## config.mk

```make
export PLATFORM = sky130hd
export DESIGN_NAME = json_object_boundary_scanner_unit
export DESIGN_NICKNAME = d
export VERILOG_FILES = /design/src/design/jobs_pkg.sv /design/src/design/json_object_boundary_scanner_unit.sv
export SDC_FILE = /design/constraint.sdc
export NUM_CORES = 1
export LEC_CHECK = 0
export ABC_CLOCK_PERIOD_IN_PS = 3600
export BUFFER_PORTS_ARGS = -buffer_cell sky130_fd_sc_hd__buf_4
export CORE_MARGIN = 2
export CORE_UTILIZATION = 30
export CTS_CLUSTER_SIZE = 40
export DETAILED_ROUTE_END_ITERATION = 8
export SYNTH_ARGS = -nofsm -noshare
export SYNTH_HDL_FRONTEND = slang
export SYNTH_SLANG_ARGS = --single-unit
export TNS_END_PERCENT = 10
```

## constraint.sdc

```tcl
create_clock -name i_clk -period 3.6 [get_ports i_clk]
set_input_delay 0.72 -clock i_clk [delete_from_list [all_inputs] [get_ports i_clk]]
set_output_delay 0.72 -clock i_clk [all_outputs]
set_load 0.01 [all_outputs]
```

## src/design/jobs_pkg.sv

```systemverilog
// Shared types and constants for the JSON object boundary scanner.
package jobs_pkg;

    typedef logic [2:0] t_status;
    typedef logic [7:0] t_byte;

    // Result status codes
    localparam t_status ST_SKIP       = 3'd0;
    localparam t_status ST_INSIDE     = 3'd1;
    localparam t_status ST_END        = 3'd2;
    localparam t_status ST_BADSTART   = 3'd3;
    localparam t_status ST_UNBAL      = 3'd4;
    localparam t_status ST_OVERFLOW   = 3'd5;
    localparam t_status ST_INCOMPLETE = 3'd6;
    localparam t_status ST_CLEAN      = 3'd7;

    // Character codes
    localparam t_byte CH_SPACE  = 8'h20;
    localparam t_byte CH_TAB    = 8'h09;
    localparam t_byte CH_LF     = 8'h0A;
    localparam t_byte CH_CR     = 8'h0D;
    localparam t_byte CH_LBRACE = 8'h7B;
    localparam t_byte CH_RBRACE = 8'h7D;
    localparam t_byte CH_LBRACK = 8'h5B;
    localparam t_byte CH_RBRACK = 8'h5D;
    localparam t_byte CH_QUOTE  = 8'h22;
    localparam t_byte CH_BSLASH = 8'h5C;

    // Width of the reported object length, saturating at its maximum
    localparam int OLEN_BITS = 16;

endpackage

```

## src/design/json_object_boundary_scanner_unit.sv

```systemverilog
// An accepted request's result is registered into the output register in the cycle after acceptance.
// Throughput: one byte per cycle unless the result side stalls; the scan state updates in the
// same cycle the request is accepted, and the output register lets a new request in as the
// previous result is taken (ready = output empty or being taken).
// Reset (synchronous, active low): scanner seeks an object start, counts are zero,
// max_depth returns to 255, and the output register is emptied.
module json_object_boundary_scanner_unit #(
    parameter int DEPTH_BITS  = 8,
    parameter int LENGTH_BITS = 16
) (
    input  logic                 i_clk,
    input  logic                 i_rst_n,
    // configuration
    input  logic                 i_max_depth_we,
    input  logic [7:0]           i_max_depth_wdata,
    // request channel
    input  logic                 i_valid,
    output logic                 o_ready,
    input  jobs_pkg::t_byte      i_byte_in,
    input  logic                 i_end_of_data,
    // result channel
    output logic                 o_valid,
    input  logic                 i_ready,
    output jobs_pkg::t_status    o_status,
    output jobs_pkg::t_byte      o_byte_out,
    output logic [15:0]          o_object_len
);
    import jobs_pkg::*;

    // compare width for depth limit check
    localparam int CW = (DEPTH_BITS + 1 > 8) ? DEPTH_BITS + 1 : 8;
    // width for length saturation
    localparam int XW = (LENGTH_BITS > OLEN_BITS) ? LENGTH_BITS : OLEN_BITS;

    // scan state
    logic                   r_inside, n_inside;
    logic                   r_in_str, n_in_str;
    logic                   r_esc, n_esc;
    logic [DEPTH_BITS-1:0]  r_brace, n_brace;
    logic [DEPTH_BITS-1:0]  r_bracket, n_bracket;
    logic [LENGTH_BITS-1:0] r_len, n_len;
    logic [7:0]             r_max_depth;

    // result register
    logic                   r_out_valid;
    t_status                r_status, n_status;
    t_byte                  r_byte, n_byte;
    logic [15:0]            r_olen, n_olen;

    logic                   accept;
    logic                   is_ws, is_open, is_close, is_brace;
    logic                   brace_ovf, bracket_ovf, open_ovf;
    logic [LENGTH_BITS-1:0] len_inc, len_src;
    logic [XW-1:0]          len_ext;
    logic [DEPTH_BITS-1:0]  cnt_cur, cnt_other;

    assign o_ready = !r_out_valid || i_ready;
    assign accept  = i_valid && o_ready;

    // byte classes
    always_comb begin
        is_ws    = (i_byte_in == CH_SPACE) || (i_byte_in == CH_TAB) ||
                   (i_byte_in == CH_LF) || (i_byte_in == CH_CR);
        is_open  = (i_byte_in == CH_LBRACE) || (i_byte_in == CH_LBRACK);
        is_close = (i_byte_in == CH_RBRACE) || (i_byte_in == CH_RBRACK);
        is_brace = (i_byte_in == CH_LBRACE) || (i_byte_in == CH_RBRACE);
    end

    // depth limit: next count above max_depth or above the counter's range
    always_comb begin
        brace_ovf   = (&r_brace) ||
                      ((CW'(r_brace) + CW'(1)) > CW'(r_max_depth));
        bracket_ovf = (&r_bracket) ||
                      ((CW'(r_bracket) + CW'(1)) > CW'(r_max_depth));
        open_ovf    = is_brace ? brace_ovf : bracket_ovf;
        cnt_cur     = is_brace ? r_brace : r_bracket;
        cnt_other   = is_brace ? r_bracket : r_brace;
        len_inc     = (&r_len) ? r_len : r_len + LENGTH_BITS'(1);
    end

    // next state and result
    always_comb begin
        n_inside  = r_inside;
        n_in_str  = r_in_str;
        n_esc     = r_esc;
        n_brace   = r_brace;
        n_bracket = r_bracket;
        n_len     = r_len;
        n_status  = ST_INSIDE;
        n_byte    = i_byte_in;
        len_src   = '0;

        if (i_end_of_data) begin
            n_byte = '0;
            if (r_inside) begin
                n_status  = ST_INCOMPLETE;
                len_src   = r_len;
                n_inside  = 1'b0;
                n_in_str  = 1'b0;
                n_esc     = 1'b0;
                n_brace   = '0;
                n_bracket = '0;
                n_len     = '0;
            end else begin
                n_status = ST_CLEAN;
            end
        end else if (!r_inside) begin
            // seeking: counts are zero here
            if (is_ws) begin
                n_status = ST_SKIP;
            end else if (is_open) begin
                len_src = LENGTH_BITS'(1);
                if (open_ovf) begin
                    n_status = ST_OVERFLOW;
                end else begin
                    n_status = ST_INSIDE;
                    n_inside = 1'b1;
                    n_len    = LENGTH_BITS'(1);
                    if (is_brace) begin
                        n_brace = r_brace + DEPTH_BITS'(1);
                    end else begin
                        n_bracket = r_bracket + DEPTH_BITS'(1);
                    end
                end
            end else begin
                n_status = ST_BADSTART;
            end
        end else begin
            // inside an object
            n_len   = len_inc;
            len_src = len_inc;
            if (r_esc) begin
                n_esc = 1'b0;
            end else if (i_byte_in == CH_BSLASH && r_in_str) begin
                n_esc = 1'b1;
            end else if (i_byte_in == CH_QUOTE) begin
                n_in_str = !r_in_str;
            end else if (!r_in_str) begin
                if (is_open) begin
                    if (open_ovf) begin
                        n_status = ST_OVERFLOW;
                    end else if (is_brace) begin
                        n_brace = r_brace + DEPTH_BITS'(1);
                    end else begin
                        n_bracket = r_bracket + DEPTH_BITS'(1);
                    end
                end else if (is_close) begin
                    if (cnt_cur == '0) begin
                        n_status = ST_UNBAL;
                    end else begin
                        if (is_brace) begin
                            n_brace = r_brace - DEPTH_BITS'(1);
                        end else begin
                            n_bracket = r_bracket - DEPTH_BITS'(1);
                        end
                        if (cnt_cur == DEPTH_BITS'(1) && cnt_other == '0) begin
                            n_status = ST_END;
                        end
                    end
                end
            end
            // any terminal status returns to seeking
            if (n_status != ST_INSIDE) begin
                n_inside  = 1'b0;
                n_in_str  = 1'b0;
                n_esc     = 1'b0;
                n_brace   = '0;
                n_bracket = '0;
                n_len     = '0;
            end
        end
    end

    // saturate reported length to 16 bits
    always_comb begin
        len_ext = XW'(len_src);
        n_olen  = (len_ext > XW'(16'hFFFF)) ? 16'hFFFF : len_ext[15:0];
    end

    // control state
    always_ff @(posedge i_clk) begin
        if (!i_rst_n) begin
            r_inside    <= 1'b0;
            r_in_str    <= 1'b0;
            r_esc       <= 1'b0;
            r_brace     <= '0;
            r_bracket   <= '0;
            r_len       <= '0;
            r_max_depth <= 8'd255;
            r_out_valid <= 1'b0;
        end else begin
            if (i_max_depth_we) begin
                r_max_depth <= i_max_depth_wdata;
            end
            if (accept) begin
                r_inside  <= n_inside;
                r_in_str  <= n_in_str;
                r_esc     <= n_esc;
                r_brace   <= n_brace;
                r_bracket <= n_bracket;
                r_len     <= n_len;
            end
            if (accept) begin
                r_out_valid <= 1'b1;
            end else if (i_ready) begin
                r_out_valid <= 1'b0;
            end
        end
    end

    // result payload
    always_ff @(posedge i_clk) begin
        if (accept) begin
            r_status <= n_status;
            r_byte   <= n_byte;
            r_olen   <= n_olen;
        end
    end

    assign o_valid      = r_out_valid;
    assign o_status     = r_status;
    assign o_byte_out   = r_byte;
    assign o_object_len = r_olen;

endmodule

```

* Yosys cells after proc, flatten, opt, wreduce, memory -nomap -nowiden
Cells that the tools add are included.
Operators by class: add/subtract/negate cells 7, magnitude comparators 3, equal/unequal tests 23, multiplexer cells 83, reduce and logical (&&, ||, !) cells 29
Operator list (count):
- $mux W8 | 33
- $mux W16 | 11
- $mux W3 | 14
- $eq A8 B7 Y1 const B | 5
- $eq A8 B4 Y1 const B | 3
- $mux W1 | 24
- $reduce_and A11 Y1 | 2
- $add A8 B1 Y9 const B | 2
- $gt A9 B8 Y1 | 2
- $add A16 B1 Y16 const B | 1
- $add A8 B1 Y8 const B | 2
- $eq A8 B6 Y1 const B | 2
- $gt A16 B16 Y1 const B | 1
- $logic_not A8 Y1 | 2
- $ne A4 B3 Y1 const B | 4
- $reduce_and A16 Y1 | 1
- $reduce_and A8 Y1 | 2
- $sub A8 B1 Y8 const B | 2
- $reduce_and A5 Y1 | 2
- $logic_or A1 B1 Y1 | 9
- $eq A8 B1 Y1 const B | 1
- $ne A8 B5 Y1 const B | 1
- $ne A8 B7 Y1 const B | 1
- $reduce_bool A8 Y1 | 1
- 11 further kinds | 17
Word-level totals: bits in registers 71, word-level logic and storage cells 156

* Depth between registers and ports, before layout
word-level depth 19, depth in mapped cells 15, gate-level depth less buffers 14

* Worst setup path before layout
No wires, ideal clock.
path type flip-flop to flip-flop, from register r_brace[0], to register r_len[1], library setup time 0.138 ns, data arrival time 3.088 ns, required time 3.462 ns, setup slack 0.374 ns, stages on the path, launching flop included 16, buffers on the path 1, clock period less this slack 3.226 ns, path through dfxtp_1 -> inv_1 -> nor3_1 -> and3_1 -> and3_1 -> xor2_1 -> ha_1 -> a2111oi_0 -> o21ai_0 -> a21oi_1 -> o21ai_2 -> a211oi_2 -> o21ai_1 -> buf_2 -> o21ai_0 -> a21oi_1
On the way: word-level cells in the longest chain between the ends 17
Ends and longest elaborated chain:
- from (decl) | RTL line json_object_boundary_scanner_unit.sv:39 | logic [DEPTH_BITS-1:0] r_brace, n_brace;
- from (signal assigned) | RTL line json_object_boundary_scanner_unit.sv:199 | r_brace <= n_brace;
- branches (longest 17 deep; another with $add A8 B1 Y9)
- to (signal assigned) | RTL line json_object_boundary_scanner_unit.sv:201 | r_len <= n_len;
- to (decl) | RTL line json_object_boundary_scanner_unit.sv:41 | logic [LENGTH_BITS-1:0] r_len, n_len;
Several ways; the timed one is not identified. The select of a mux whose other input is x is not followed. A chain may end at the register's enable or synchronous reset.

* Worst setup path in the final report
from register r_brace[0], to register r_bracket[1]
On the way: word-level cells in the longest chain between the ends 17
Ends and longest elaborated chain:
- branches (longest 17 deep; another with $add A8 B1 Y9)
- to (signal assigned) | RTL line json_object_boundary_scanner_unit.sv:200 | r_bracket <= n_bracket;
- to (decl) | RTL line json_object_boundary_scanner_unit.sv:40 | logic [DEPTH_BITS-1:0] r_bracket, n_bracket;
Several ways; the timed one is not identified. The select of a mux whose other input is x is not followed.

==> results.cfg <==
[floorplanning]
core_area_mm2 = 0.0152
die_area_mm2 = 0.0166
dieHeight_um = 129
initial_core_util_pct = 30.7
rows = 45
io_pins = 51
die_width_um = 129

[routing]
wl_mm = 13.1
drc = 0
viasPerCell = 5.47
dr.pass1.iters = 7
routedWlPerCell_um = 16.3
via_count = 4409
drt_iter0_drc = 419
ant_nets = 0

[clock_tree]
cts_tree = done
cts_max_level = 3
cts_buffers = 9
clockBufferDepth = 2
clk_transition_reported_paths_ns = 0.06
clock-root-buffer = clkbuf_16
clk_latency_ns = 0.34
numClockSinks = 71
hold_buffers = 0

[logic_synthesis]
yosysSeqAreaShare_pct = 36.2
syn_area_mm2 = 0.00467
syn_avg_cell_area_um2 = 8.40
synthCells = 556
synthTopCellsByArea = dfxtp_1, edfxtp_1, ha_1
yosysUniqueCellTypes = 75
synth_ff_type = dfxtp_1
synthArstFlopShare_pct = 0
synth_largest_area_cell = dfxtp_1
ys_ff_latch = 71
synth_edf_count = 27
syn_nets = 599
synth_top_area_share_pct = 18.9
yosysWarnings = 0

[power_and_ir_drop]
p_leak_nw = 2.24
power_density_mw_per_mm2 = 340
ir_worst_vdd_mv = 0.240

[layout]
fin_nets = 656
drive_gt1_share_pct = 20.9
fillCellCount = 1550
fin_util_pct = 37.2
diodes = 0
stdcell_count = 806
synthToLayoutAreaGrowth_pct = 21.0

[worst_hold_path]
min_from = r_brace[1]$_SDFFE_PN0P_
worstHoldPathType = flop to flop

[sta]
relSlewSlack_pct = 55.0
setup_viol = 0
fin_skew_ns = 0.00452
fin_crit_sh_pct = 95.2
max_freq_mhz = 292
hold_viol = 0
fin_tns_setup_ns = 0
finalCriticalPeriod_ns = 3.43
tightest_slew_ns = 0.674
hold-worst-slack_ns = 0.511
drv_slew = 0

[global_route]
grt_util_all_layers_pct = 16.1
antenna_found_initial = 0
grt_pass1_vias = 4355
grt_pass1_wl_mm = 21.1
grt_max_degree = 53
grt_overflow = 0

[worst_setup_path]
rr_startpoint = r_brace[0]$_SDFFE_PN0P_
worstPathArrival_ns = 3.69
start_kind = flop
endpoint_kind = flop
worstSetupPathType = flop to flop
critPathLaunch = r_brace[0]$_SDFFE_PN0P_
cp_max_fo = 8
required_ns = 3.86

[status]
status = finished clean

[placement]
portBuffers = 50
dp_hpwl_mm = 9.66
placed_cells = 788
gp_congestion = 0.863

[run]
max_cap_viol_count = 0
## layout by cell type (no fill, tap or decap), types with 6 or more instances in the layout
master / instances
buf_4: 76
nor2_1: 46
a21oi_1: 44
dfxtp_1: 42
nand2_1: 38
nand3_1: 28
edfxtp_1: 27
inv_1: 26
nor3_1: 26
o21ai_0: 26
ha_1: 21
or3_1: 18
and3_1: 15
xnor2_1: 11
o211ai_1: 11
nand4_1: 10
nor2b_1: 9
o22ai_1: 9
clkbuf_16: 9
or2_2: 8
xor2_1: 6
a31oi_1: 6
o21a_1: 6
## logic make-up (layout without fill, tap and decap cells)
group	after synthesis	in the layout	synth area share, %
and+or+nand+nor	235	235	27.1
AOI/OAI and AO/OA	151	151	21.8
DFF	71	71	36.2
buffers and inverters	57	119	5.17
adders and majority gates	21	21	5.63
xor gates and xnor gates	17	17	3.19
muxes	4	4	0.857
## registers in the layout, summed over array words and instances, names as in the netlist
signal and count:
o_object_len 16, r_len 16, o_byte_out 8, r_brace 8, r_bracket 8, r_max_depth 8, o_status 3, o_valid 1
r_esc 1, r_in_str 1, r_inside 1
## final timing paths
kind                               end  slack (ns)  depth (start not counted)
max          r_bracket[1]$_SDFFE_PN0P_        0.17                         16
min            r_brace[1]$_SDFFE_PN0P_        0.51                          2
max reg2reg  r_bracket[1]$_SDFFE_PN0P_        0.17                         16
min reg2reg    r_brace[1]$_SDFFE_PN0P_        0.51                          2
## Yosys cell counts (all sizes together) (14+ instances only)
| library cell | number |
|---|---|
| nor2 | 49 |
| o21ai | 32 |
| dfxtp | 44 |
| ha | 21 |
| nor3 | 28 |
| edfxtp | 27 |
| or3 | 18 |
| and3 | 15 |
| nand3 | 29 |
| buf | 14 |
| a21oi | 44 |
| nand2 | 40 |
| clkbuf | 17 |
| inv | 26 |
## power breakdown
part           total [mW]  internal [mW]  switching [mW]
registers           0.871          0.860          0.0109
clock network       0.818          0.480           0.337
logic               0.234         0.0950           0.139
total                1.92           1.44           0.487
## layer usage
metal | part of all wire, % | track usage (%)
met3 | 5.1 | 3.74
met2 | 49 | 26.7
met5 | 0 | 0
met4 | 3.3 | 8.89
met1 | 43 | 19.2
## critical path, stage by stage (launching register included)
cell,delay (ns)
dfxtp_2,0.35
ha_1,0.22
and3_1,0.21
and3_1,0.21
xnor2_1,0.13
ha_1,0.32
a2111oi_2,0.29
o21ai_0,0.13
a21oi_1,0.17
o21ai_2,0.12
buf_12,0.16
a32o_2,0.29
nor3_4,0.18
buf_4,0.16
buf_4,0.14
a21oi_1,0.07
o22ai_1,0.18
## metrics by stage
| stage | worst slack, ns | instance area [um2] | total power [mW] |
|---|---|---|---|
| after floorplan | 0.374 | 4670 | 1.03 |
| after global placement | 0.0916 | 5340 | 1.11 |
| after detailed placement | 0.0756 | 5340 | 1.12 |
| after CTS | 0.0297 | 5610 | 1.94 |
| after global routing | -0.00371 | 5650 | 2.00 |
| final | 0.174 | 5650 | 1.92 |
## timing repair
action | in CTS | in global routing
gates resized for setup | 0 | 9
endpoints found under the setup margin | 0 | 28
buffers inserted | 0 | 2
## layout make-up
class / instances / area (um2) / area share [%]
Clock buffer: 12 / 246 / 4.36
Clock inverter: 4 / 21.3 / 0.376
Inverter: 26 / 97.6 / 1.73
Multi-Input combinational cell: 428 / 2770 / 49.0
Sequential cell: 71 / 1690 / 30.0
Tap cell: 188 / 235 / 4.16
Timing Repair Buffer: 77 / 591 / 10.4
Power figures use the tool's default switching activity.
